<file path="config.mk">
export PLATFORM = sky130hd
export DESIGN_NAME = json_string_unescaper_top
export DESIGN_NICKNAME = d
export VERILOG_FILES = /design/src/rtl/jsu_pkg.sv /design/src/rtl/jsu_front.sv /design/src/rtl/jsu_queue.sv /design/src/rtl/jsu_back.sv /design/src/rtl/json_string_unescaper_top.sv
export SDC_FILE = /design/constraint.sdc
export NUM_CORES = 1
export LEC_CHECK = 0
export BUFFER_PORTS_ARGS = -buffer_cell sky130_fd_sc_hd__buf_2
export CAP_MARGIN = 10
export CORE_MARGIN = 4
export CORE_UTILIZATION = 55
export DETAILED_ROUTE_END_ITERATION = 16
export GPL_TIMING_DRIVEN = 0
export PLACE_DENSITY = 0.77
export SYNTH_ARGS = -nofsm -noshare
export SYNTH_HDL_FRONTEND = slang
export SYNTH_SLANG_ARGS = --single-unit
</file>
<file path="constraint.sdc">
create_clock -name clk -period 6.8 [get_ports clk]
set_clock_uncertainty 0.15 [all_clocks]
set_input_delay 0.68 -clock clk [delete_from_list [all_inputs] [get_ports clk]]
set_output_delay 0.68 -clock clk [all_outputs]
set_load 0.05 [all_outputs]
</file>
<file path="src/rtl/jsu_pkg.sv">
// Shared types and constants for the JSON string unescaper.
package jsu_pkg;

  localparam logic [1:0] ST_DATA = 2'd0;
  localparam logic [1:0] ST_DONE = 2'd1;
  localparam logic [1:0] ST_ERR  = 2'd2;

  localparam int QDEPTH = 4;
  localparam int QPTR_W = $clog2(QDEPTH);
  localparam int QCNT_W = $clog2(QDEPTH + 1);

  // One decoded request: one to three result bytes sharing a status.
  typedef struct packed {
    logic [1:0]      cnt;
    logic [1:0]      st;
    logic [2:0][7:0] bytes;
  } jsu_cmd_t;

endpackage

</file>
<file path="src/rtl/jsu_front.sv">
// Front end: accepts input bytes, tracks string state and builds result requests.
module jsu_front (
  input  logic              clk,
  input  logic              rst_n,
  input  logic              in_valid,
  output logic              in_stall,
  input  logic [7:0]        in_byte,
  input  logic              in_restart,
  input  logic              q_full,
  output logic              push,
  output jsu_pkg::jsu_cmd_t cmd
);
  import jsu_pkg::*;

  localparam logic [1:0] M_SEEK = 2'd0;
  localparam logic [1:0] M_STR  = 2'd1;
  localparam logic [1:0] M_ESC  = 2'd2;
  localparam logic [1:0] M_HEX  = 2'd3;

  localparam logic [7:0] CH_QUOTE  = 8'h22;
  localparam logic [7:0] CH_BSLASH = 8'h5C;
  localparam logic [7:0] CH_SPACE  = 8'h20;

  logic [1:0]  mode_r, mode_nxt, mode_e;
  logic [1:0]  hc_r, hc_nxt, hc_e;
  logic [15:0] cp_r, cp_nxt, cp_e;
  logic [15:0] cp_new;
  logic        hex_ok;
  logic [3:0]  hex_v;
  logic        fire;

  always_comb begin
    hex_ok = 1'b1;
    hex_v  = 4'd0;
    if (in_byte >= 8'h30 && in_byte <= 8'h39) begin
      hex_v = 4'(in_byte - 8'h30);
    end else if (in_byte >= 8'h61 && in_byte <= 8'h66) begin
      hex_v = 4'(in_byte - 8'h57);
    end else if (in_byte >= 8'h41 && in_byte <= 8'h46) begin
      hex_v = 4'(in_byte - 8'h37);
    end else begin
      hex_ok = 1'b0;
    end
  end

  assign in_stall = q_full;
  assign fire     = in_valid && !in_stall;
  assign cp_new   = {cp_e[11:0], hex_v};

  always_comb begin
    mode_e   = in_restart ? M_SEEK : mode_r;
    hc_e     = in_restart ? 2'd0   : hc_r;
    cp_e     = in_restart ? 16'd0  : cp_r;
    mode_nxt = mode_e;
    hc_nxt   = hc_e;
    cp_nxt   = cp_e;
    cmd      = '0;
    cmd.st   = ST_DATA;
    unique case (mode_e)
      M_SEEK: begin
        if (in_byte == CH_QUOTE) begin
          mode_nxt = M_STR;
        end else if (in_byte == 8'd0 || in_byte > CH_SPACE) begin
          cmd.cnt = 2'd1;
          cmd.st  = ST_ERR;
        end
      end
      M_STR: begin
        if (in_byte == 8'd0) begin
          cmd.cnt  = 2'd1;
          cmd.st   = ST_ERR;
          mode_nxt = M_SEEK;
        end else if (in_byte == CH_QUOTE) begin
          cmd.cnt  = 2'd1;
          cmd.st   = ST_DONE;
          mode_nxt = M_SEEK;
        end else if (in_byte == CH_BSLASH) begin
          mode_nxt = M_ESC;
        end else begin
          cmd.cnt      = 2'd1;
          cmd.bytes[0] = in_byte;
        end
      end
      M_ESC: begin
        if (in_byte == 8'd0) begin
          cmd.cnt  = 2'd1;
          cmd.st   = ST_ERR;
          mode_nxt = M_SEEK;
          hc_nxt   = 2'd0;
          cp_nxt   = 16'd0;
        end else if (in_byte == 8'h75) begin
          mode_nxt = M_HEX;
          hc_nxt   = 2'd0;
          cp_nxt   = 16'd0;
        end else begin
          cmd.cnt  = 2'd1;
          mode_nxt = M_STR;
          case (in_byte)
            8'h62:   cmd.bytes[0] = 8'h08;
            8'h66:   cmd.bytes[0] = 8'h0C;
            8'h6E:   cmd.bytes[0] = 8'h0A;
            8'h72:   cmd.bytes[0] = 8'h0D;
            8'h74:   cmd.bytes[0] = 8'h09;
            default: cmd.bytes[0] = in_byte;
          endcase
        end
      end
      M_HEX: begin
        if (!hex_ok) begin
          cmd.cnt  = 2'd1;
          cmd.st   = ST_ERR;
          mode_nxt = M_SEEK;
          hc_nxt   = 2'd0;
          cp_nxt   = 16'd0;
        end else if (hc_e == 2'd3) begin
          mode_nxt = M_STR;
          hc_nxt   = 2'd0;
          cp_nxt   = 16'd0;
          if (cp_new[15:7] == 9'd0) begin
            cmd.cnt      = 2'd1;
            cmd.bytes[0] = cp_new[7:0];
          end else if (cp_new[15:11] == 5'd0) begin
            cmd.cnt      = 2'd2;
            cmd.bytes[0] = {3'b110, cp_new[10:6]};
            cmd.bytes[1] = {2'b10, cp_new[5:0]};
          end else begin
            cmd.cnt      = 2'd3;
            cmd.bytes[0] = {4'b1110, cp_new[15:12]};
            cmd.bytes[1] = {2'b10, cp_new[11:6]};
            cmd.bytes[2] = {2'b10, cp_new[5:0]};
          end
        end else begin
          cp_nxt = cp_new;
          hc_nxt = hc_e + 2'd1;
        end
      end
      default: mode_nxt = M_SEEK;
    endcase
  end

  assign push = fire && (cmd.cnt != 2'd0);

  always_ff @(posedge clk) begin
    if (!rst_n) begin
      mode_r <= M_SEEK;
      hc_r   <= 2'd0;
      cp_r   <= 16'd0;
    end else if (fire) begin
      mode_r <= mode_nxt;
      hc_r   <= hc_nxt;
      cp_r   <= cp_nxt;
    end
  end

endmodule

</file>
<file path="src/rtl/jsu_queue.sv">
// Short request queue between the front end and the output sequencer.
module jsu_queue (
  input  logic              clk,
  input  logic              rst_n,
  input  logic              push,
  input  jsu_pkg::jsu_cmd_t push_cmd,
  input  logic              pop,
  output jsu_pkg::jsu_cmd_t head,
  output logic              empty,
  output logic              full
);
  import jsu_pkg::*;

  jsu_cmd_t          mem_r [QDEPTH];
  logic [QPTR_W-1:0] wp_r, rp_r;
  logic [QCNT_W-1:0] cnt_r;

  assign empty = (cnt_r == QCNT_W'(0));
  assign full  = (cnt_r == QCNT_W'(QDEPTH));
  assign head  = mem_r[rp_r];

  always_ff @(posedge clk) begin
    if (push) begin
      mem_r[wp_r] <= push_cmd;
    end
  end

  always_ff @(posedge clk) begin
    if (!rst_n) begin
      wp_r  <= '0;
      rp_r  <= '0;
      cnt_r <= '0;
    end else begin
      if (push) begin
        wp_r <= (wp_r == QPTR_W'(QDEPTH - 1)) ? '0 : wp_r + QPTR_W'(1);
      end
      if (pop) begin
        rp_r <= (rp_r == QPTR_W'(QDEPTH - 1)) ? '0 : rp_r + QPTR_W'(1);
      end
      if (push && !pop) begin
        cnt_r <= cnt_r + QCNT_W'(1);
      end else if (pop && !push) begin
        cnt_r <= cnt_r - QCNT_W'(1);
      end
    end
  end

endmodule

</file>
<file path="src/rtl/jsu_back.sv">
// Back end: walks the head request and delivers its result bytes one per cycle while the output is not stalled.
module jsu_back (
  input  logic              clk,
  input  logic              rst_n,
  input  jsu_pkg::jsu_cmd_t head,
  input  logic              empty,
  output logic              pop,
  output logic              out_valid,
  input  logic              out_stall,
  output logic [7:0]        out_byte,
  output logic [1:0]        out_status,
  output logic              out_last
);
  import jsu_pkg::*;

  logic [1:0] idx_r, idx_nxt;
  logic       fire;

  assign out_valid  = !empty;
  assign out_status = head.st;
  assign out_last   = (idx_r == head.cnt - 2'd1);
  assign fire       = out_valid && !out_stall;
  assign pop        = fire && out_last;

  always_comb begin
    case (idx_r)
      2'd1:    out_byte = head.bytes[1];
      2'd2:    out_byte = head.bytes[2];
      default: out_byte = head.bytes[0];
    endcase
  end

  always_comb begin
    idx_nxt = idx_r;
    if (pop) begin
      idx_nxt = 2'd0;
    end else if (fire) begin
      idx_nxt = idx_r + 2'd1;
    end
  end

  always_ff @(posedge clk) begin
    if (!rst_n) begin
      idx_r <= 2'd0;
    end else begin
      idx_r <= idx_nxt;
    end
  end

endmodule

</file>
<file path="src/rtl/json_string_unescaper_top.sv">
// Top level of the JSON string unescaper: front end, request queue and output sequencer.
//
// Takes one byte per cycle while not stalled. Each byte is decoded in the cycle it is
// accepted and its results (none, one, or two to three UTF-8 bytes for a \u escape) go
// into a four-entry request queue; they are registered there and leave it one result
// per cycle while the output is not stalled. The output sequencer sets the drain rate:
// a request holds it until its last result is taken. The input stalls only when the
// queue is full. The queue can only fill while the output is stalled: a three-byte \u
// escape spends six input bytes, so the backlog it leaves drains before the next one
// is done. The stall comes from the registered fill count, so a full queue holds the
// input for that cycle even when a request leaves in the same cycle.
module json_string_unescaper_top (
  input  logic       clk,
  input  logic       rst_n,
  input  logic       in_valid,
  output logic       in_stall,
  input  logic [7:0] in_byte,
  input  logic       in_restart,
  output logic       out_valid,
  input  logic       out_stall,
  output logic [7:0] out_byte,
  output logic [1:0] out_status,
  output logic       out_last
);
  import jsu_pkg::*;

  jsu_cmd_t push_cmd, head;
  logic     push, pop, q_empty, q_full;

  jsu_front u_front (
    .clk        (clk),
    .rst_n      (rst_n),
    .in_valid   (in_valid),
    .in_stall   (in_stall),
    .in_byte    (in_byte),
    .in_restart (in_restart),
    .q_full     (q_full),
    .push       (push),
    .cmd        (push_cmd)
  );

  jsu_queue u_queue (
    .clk      (clk),
    .rst_n    (rst_n),
    .push     (push),
    .push_cmd (push_cmd),
    .pop      (pop),
    .head     (head),
    .empty    (q_empty),
    .full     (q_full)
  );

  jsu_back u_back (
    .clk        (clk),
    .rst_n      (rst_n),
    .head       (head),
    .empty      (q_empty),
    .pop        (pop),
    .out_valid  (out_valid),
    .out_stall  (out_stall),
    .out_byte   (out_byte),
    .out_status (out_status),
    .out_last   (out_last)
  );

  // completion and error are always single results
  a_ctl_last: assert property (@(posedge clk) disable iff (!rst_n)
    out_valid && (out_status == ST_DONE || out_status == ST_ERR) |-> out_last)
    else $error("status result not marked last");

  a_no_overflow: assert property (@(posedge clk) disable iff (!rst_n)
    push |-> !q_full)
    else $error("request queue overflow");

  // a multi-byte request keeps the output busy until its last byte
  a_burst_holds: assert property (@(posedge clk) disable iff (!rst_n)
    out_valid && !out_stall && !out_last |=> out_valid && out_status == ST_DATA)
    else $error("multi-byte result broken off");

  a_status_code: assert property (@(posedge clk) disable iff (!rst_n)
    out_valid |-> out_status != 2'd3)
    else $error("undefined status code");

endmodule

</file>
======== Word level (Yosys, flattened, before mapping) ========
Memories as Yosys holds them, arrays and structs flattened. A register that Yosys moved wholly into a read port is not among the register bits.
Index checks and enable logic that the tools add are counted.
word-level totals
  bits in registers ....................... 29
  bits in latches ......................... 0
  memory bits (writable) .................. 112
  memory bits (read-only) ................. 0
  input port bits ......................... 13
  output and inout bits ................... 13
  word-level logic and storage cells ...... 133
  memories ................................ 1
cells by class
  $add $sub $neg .......................... 10
  multiply operators ...................... 0
  divide/modulo/power cells ............... 0
  $lt $le $gt $ge ......................... 7
  eq/ne operators ......................... 18
  shift-type cells ........................ 0
  muxes and demuxes ....................... 66
  bitwise operators ....................... 1
  reductions and logical operators ........ 23
memory list
  memory         depth  bits a word  read ports  clocked after memory_dff  write ports  RTL line         text
  u_queue.mem_r  4      28           1           1                         1            jsu_queue.sv:14  jsu_cmd_t mem_r [QDEPTH];
operator list
  operator               number
  $mux W16               7
  $eq A8 B7 Y1 const B   7
  $mux W8                7
  $mux W2                25
  $mux W24               2
  $pmux W8 S5            1
  $pmux W16 S2           1
  $pmux W8 S3            1
  $mux W4                5
  $ge A8 B7 Y1 const B   2
  $le A8 B7 Y1 const B   2
  $pmux W4 S4            1
  $pmux W8 S2            1
  $mux W14               1
  $eq A2 B2 Y1 const B   6
  $logic_and A1 B1 Y1    9
  $logic_not A9 Y1       1
  $mux W1                9
  $mux W3                3
  $add A2 B1 Y2 const B  4
  $eq A8 B6 Y1 const B   1
  $ge A8 B6 Y1 const B   1
  $gt A8 B6 Y1 const B   1
  $le A8 B6 Y1 const B   1
  other kinds (19)       26

======== Logic depth before layout (Yosys ltp) ========
  depth after elaboration ................. 13
  gate-level depth with buffers ........... 12
  gate-level depth less buffers ........... 12

======== Hierarchy ========
A second synthesis with hierarchy kept.
unflattened totals
  cells, all modules ...................... 478
  area, all modules ....................... 6,575.1 um^2
by module, submodules not included
  module     instances  cells each  area each (um^2)  seq. area each (um^2)
  jsu_queue  1          190         4,548.1           3,543.4
  jsu_front  1          240         1,709.1           320.3
  jsu_back   1          48          317.8             40.0

======== Worst setup path after synthesis ========
OpenSTA, ideal clock, no wires.
  path kind ............................... register -> register
  start ................................... register (tool-made name)
  end ..................................... register u_queue.cnt_r[2]
  setup time .............................. 0.076 ns
  arrival ................................. 3.468 ns
  required time ........................... 6.574 ns
  path slack .............................. 3.106 ns
  stages on the path, launching flop included .. 13
  path buffers ............................ 1
  period minus slack after synthesis ...... 3.694 ns
  cell sequence ........................... dfxtp_1 -> buf_2 -> mux4_2 -> xnor2_1 -> mux2i_1 -> nor2b_1 -> inv_1 -> ha_1 -> inv_1 -> fa_1 -> xor2_1 -> or3_1 -> a21boi_0
RTL lines
  item                  RTL line         text
  end signal, assigned  jsu_queue.sv:41  cnt_r <= cnt_r + QCNT_W'(1);
  end signal, assigned  jsu_queue.sv:43  cnt_r <= cnt_r - QCNT_W'(1);
  end, declared         jsu_queue.sv:16  logic [QCNT_W-1:0] cnt_r;

==> impl_results.html <==
<table>
<tr><th>Metric</th><th>Value</th></tr>
<tr><th colspan="2">Outcome</th></tr>
<tr><td>Run status</td><td>finished, final reports clean</td></tr>
<tr><th colspan="2">Timing</th></tr>
<tr><td>Maximum frequency from static timing analysis</td><td>about 270 MHz</td></tr>
<tr><td>Total negative setup slack</td><td>0 ns</td></tr>
<tr><td>Final Critical Period</td><td>3.726 ns</td></tr>
<tr><td>Final setup vio count</td><td>0</td></tr>
<tr><td>Max-slew violation total from the final report</td><td>0</td></tr>
<tr><td>Endpoints failing hold</td><td>0</td></tr>
<tr><td>RSZ-0062 raised after global routing</td><td>no</td></tr>
<tr><td>Headroom to the max-slew limit</td><td>0.4192</td></tr>
<tr><td>Actual transition at the worst max-transition pin</td><td>approximately 0.87 ns</td></tr>
<tr><td>Share of the clock period used by the worst path</td><td>0.5480</td></tr>
<tr><td>Least setup slack across all paths after layout</td><td>3.074 ns</td></tr>
<tr><th colspan="2">Detailed routing</th></tr>
<tr><td>Post-detailed-route count of antenna-violating nets</td><td>0</td></tr>
<tr><td>Number of DRC violations after detailed routing</td><td>0</td></tr>
<tr><td>Total detailed-routing wirelength</td><td>13610 µm</td></tr>
<tr><td>DRC violation total after the first TritonRoute iteration</td><td>301</td></tr>
<tr><td>Average wire per standard cell</td><td>21.09 µm</td></tr>
<tr><td>First-pass DRT Iterations</td><td>5</td></tr>
<tr><td>Via count</td><td>4025</td></tr>
<tr><td>Per-cell via count in the routed design</td><td>6.240</td></tr>
<tr><th colspan="2">Final layout</th></tr>
<tr><td>Commonest non-fill, non-tap cell in the layout</td><td>edfxtp_1</td></tr>
<tr><td>Fillcell total</td><td>roughly 780</td></tr>
<tr><td>Post-layout instance area</td><td>a little over 0.007 mm²</td></tr>
<tr><td>Sequential cell area in the final layout</td><td>approximately 0.0037 mm²</td></tr>
<tr><td>Area growth from synthesis to final layout</td><td>15.68%</td></tr>
<tr><td>Number of nets in the final layout</td><td>520</td></tr>
<tr><td>Fraction of final layout cells with drive strength greater than 1</td><td>0.1941</td></tr>
<tr><td>Leading cell types in the layout, fill and taps excluded</td><td>edfxtp_1 (104), nand2_1 (31), buf_2 (27), dfxtp_1 (27), mux4_2 (26)</td></tr>
<tr><td>Multi-input gate area</td><td>between 0.002 and 0.0025 mm²</td></tr>
<tr><td>Antenna diode count</td><td>0</td></tr>
<tr><th colspan="2">CTS</th></tr>
<tr><td>Number of clock sinks</td><td>between 100 and 150</td></tr>
<tr><td>Skew-Pair Late Insertion Delay</td><td>0.52 ns</td></tr>
<tr><td>TritonCTS clock tree</td><td>done</td></tr>
<tr><td>Clock slew at reported path FFs</td><td>0.06 ns</td></tr>
<tr><td>Number of buffers between clock root and the deepest sink</td><td>2</td></tr>
<tr><td>Clock buffer count from CTS</td><td>17</td></tr>
<tr><td>Root cell of the clock tree</td><td>clkbuf_8</td></tr>
<tr><td>Number of H-tree levels</td><td>4</td></tr>
<tr><td>Buffers inserted during post-CTS setup optimization</td><td>0</td></tr>
<tr><td>Hold-fix buffer count after cts</td><td>0</td></tr>
<tr><td>Post-CTS sizing</td><td>0</td></tr>
<tr><th colspan="2">Setup path</th></tr>
<tr><td>Largest driver fanout on the critical path</td><td>10</td></tr>
<tr><td>Required arrival time at the worst endpoint</td><td>5.97 ns</td></tr>
<tr><td>CP arrival</td><td>2.90 ns</td></tr>
<tr><td>Reg-to-Reg Start</td><td>u_front.mode_r[1]$_SDFFE_PN0P_</td></tr>
<tr><td>Worst Setup End Kind</td><td>output pin</td></tr>
<tr><td>Slowest stage cell on the critical path</td><td>buf_1</td></tr>
<tr><td>Critical path start-end classification</td><td>reg2out</td></tr>
<tr><td>Kind of launch point of the worst setup path</td><td>register</td></tr>
<tr><td>Peak per-stage delay on the critical path</td><td>0.70 ns</td></tr>
<tr><td>Most common cell on crit path</td><td>buf_2</td></tr>
<tr><td>Critical Path, Cell by Cell</td><td>buf_2 -&gt; buf_1 -&gt; mux4_2 -&gt; nand2_1 -&gt; o21ai_0 -&gt; buf_2</td></tr>
<tr><th colspan="2">Synth</th></tr>
<tr><td>Synth area leader</td><td>edfxtp_1</td></tr>
<tr><td>Mapped Area</td><td>slightly above 0.006 mm²</td></tr>
<tr><td>Dominant combinational cell family by area after synthesis</td><td>compound AO/OA/AOI/OAI gates</td></tr>
<tr><td>Avg Inst Size Synth</td><td>13.72 µm²</td></tr>
<tr><td>Number of distinct library cells after synthesis</td><td>around 70</td></tr>
<tr><td>XOR/XNOR Fraction of Synth Area</td><td>0.005740</td></tr>
<tr><td>Flip-flop cell with the highest count after synthesis</td><td>edfxtp_1</td></tr>
<tr><td>Fraction of synthesized area in multiplexers</td><td>0.1025</td></tr>
<tr><td>Total of warnings raised by yosys</td><td>0</td></tr>
<tr><td>Number of enable-type register cells in the synthesized netlist</td><td>104</td></tr>
<tr><td>Gate count after technology mapping</td><td>445</td></tr>
<tr><td>Ranking of synthesized cells by area</td><td>edfxtp_1 (51%), mux4_2 (9.6%), dfxtp_1 (8.9%)</td></tr>
<tr><td>Fraction of the mapped netlist area in compound gates</td><td>0.1193</td></tr>
<tr><td>Synthesized net count</td><td>473</td></tr>
<tr><td>Seq cells post-synth</td><td>around 130</td></tr>
<tr><td>Sequential area share after synthesis</td><td>0.6002</td></tr>
<tr><td>Simple-gate share of the synthesized area</td><td>0.1128</td></tr>
<tr><td>Adder-Cell Fraction of Synth Area</td><td>0.03362</td></tr>
<tr><td>Share of the synthesized area in the top cell type</td><td>0.5117</td></tr>
<tr><td>Async set-or-reset flop fraction in the synthesized netlist</td><td>0</td></tr>
<tr><th colspan="2">Global routing</th></tr>
<tr><td>Pin count of the biggest net entering global routing</td><td>19</td></tr>
<tr><td>Global-route wire length before repair</td><td>between 20000 and 25000 µm</td></tr>
<tr><td>GR Overflow Total</td><td>0</td></tr>
<tr><td>GR Util All Layers</td><td>0.2251</td></tr>
<tr><td>Vias in the first global route</td><td>3985</td></tr>
<tr><td>Number of antenna violations at the first check in global routing</td><td>0</td></tr>
<tr><th colspan="2">Place</th></tr>
<tr><td>Count of port buffers added during placement</td><td>24</td></tr>
<tr><td>Routability-driven placement congestion ratio</td><td>~0.94</td></tr>
<tr><td>Post-detail-place hpwl</td><td>between 9000 and 10000 µm</td></tr>
<tr><td>Pre-CTS worst setup slack</td><td>slightly above 3 ns</td></tr>
<tr><td>Placed Instance Area</td><td>0.006496 mm²</td></tr>
<tr><th colspan="2">Power</th></tr>
<tr><td>Power density normalized to cell area</td><td>about 340 mW/mm²</td></tr>
<tr><td>Static power due to leakage</td><td>2.505 nW</td></tr>
<tr><td>Worst VDD drop</td><td>279.1 µV</td></tr>
<tr><th colspan="2">Flow run</th></tr>
<tr><td>Reported max-cap violation count</td><td>0</td></tr>
<tr><th colspan="2">Floorplan</th></tr>
<tr><td>Die height</td><td>113.3 µm</td></tr>
<tr><td>Overall die area</td><td>around 0.013 mm²</td></tr>
<tr><td>Standard-cell rows</td><td>38</td></tr>
<tr><td>Starting density of the core</td><td>0.5630</td></tr>
<tr><td>DIE WIDTH</td><td>approximately 110 µm</td></tr>
<tr><td>Floorplan Core Area</td><td>0.01084 mm²</td></tr>
<tr><td>Number of I/O pins</td><td>26</td></tr>
<tr><th colspan="2">Hold path</th></tr>
<tr><td>HP Start</td><td>u_front.hc_r[1]$_SDFFE_PN0P_</td></tr>
<tr><td>Type of the tightest min-delay check</td><td>reg2reg</td></tr>
</table>
## per-stage QoR
| step | std cells | total power [mW] | hold WS [ns] | utilization |
|---|---|---|---|---|
| 4_1_cts | 645 | 2.428 | 0.3440 | 0.6513 |
| 3_3_place_gp | 609 | 1.525 | 0.3142 | 0.5903 |
| 3_5_place_dp | 613 | 1.558 | 0.3361 | 0.5993 |
| 2_1_floorplan | 445 | 1.403 | 0.3020 | - |
| 5_1_grt | 645 | 2.514 | 0.3651 | 0.6513 |
| 6_report | 645 | 2.413 | 0.3338 | 0.6513 |
## state kept, by name (all words and copies together) (netlist names), named ones only
name / count
u_back.idx_r: 2
u_queue.wp_r: 2
u_queue.rp_r: 2
u_front.cp_r: 12
u_queue.mem_r: 104
u_front.hc_r: 2
u_front.mode_r: 2
u_queue.cnt_r: 3
## power by group
group	internal [mW]	switching, mW
logic	0.198	0.375
clock network	0.551	0.315
registers	0.945	0.0295
total	1.69	0.719
## logic make-up (layout without fill, tap and decap cells)
family	count (synthesis)	after routing
AND/OR/NAND/NOR	128	128
XOR/XNOR	4	4
AO/OA/AOI/OAI	99	99
buffers and inverters	37	97
multiplexers	30	30
flip-flops	131	131
adder cells (fa/ha/maj)	16	16
## cell type report
type                            instances  area share
Buffer                                 21     0.01382
Clock buffer                           20     0.06025
Clock inverter                         12     0.01967
Inverter                               16    0.008506
Multi-Input combinational cell        277      0.3232
Sequential cell                       131      0.5189
Tap cell                              140     0.02481
Timing Repair Buffer                   28     0.03083
## per-layer routing
metal	GRT usage	wire length, µm
met5	0	0
met4	0.09295	329
met3	0.03690	704
met2	0.3760	6822
met1	0.2946	5749
## worst max-delay path: cells and delay by family, from the launching register on
| kind | cells | cell delay, ns |
|---|---|---|
| buf+inv | 3 | 1.22 |
| compound gates | 1 | 0.12 |
| simple gates | 1 | 0.09 |
| flops | 1 | 0.31 |
| mux | 1 | 0.62 |
## path summary, 6_finish.rpt
kind,to,slack (ns),cells after the start
worst max-delay path,out_byte[1],3.07,6
worst min-delay path,u_front.hc_r[1]$_SDFFE_PN0P_,0.33,2
worst max register to register,u_queue.cnt_r[2]$_SDFFE_PN0P_,3.24,11
worst min register to register,u_front.hc_r[1]$_SDFFE_PN0P_,0.33,2
## synth_stat cells (all sizes together) (3+ instances only)
cell type    n
a21oi       14
a22o         9
a22oi        9
a31oi        3
and2        10
and3         3
buf          7
clkbuf      14
dfxtp       27
edfxtp     104
ha          14
inv         15
mux2i        4
mux4        26
nand2       31
nand2b       6
nand3        8
nor2        24
nor2b       11
nor3        11
nor3b        3
nor4         3
o21ai       26
o2bb2ai      7
o31ai        3
or3          6
xnor2        3
(Power assumes the default switching activity.)
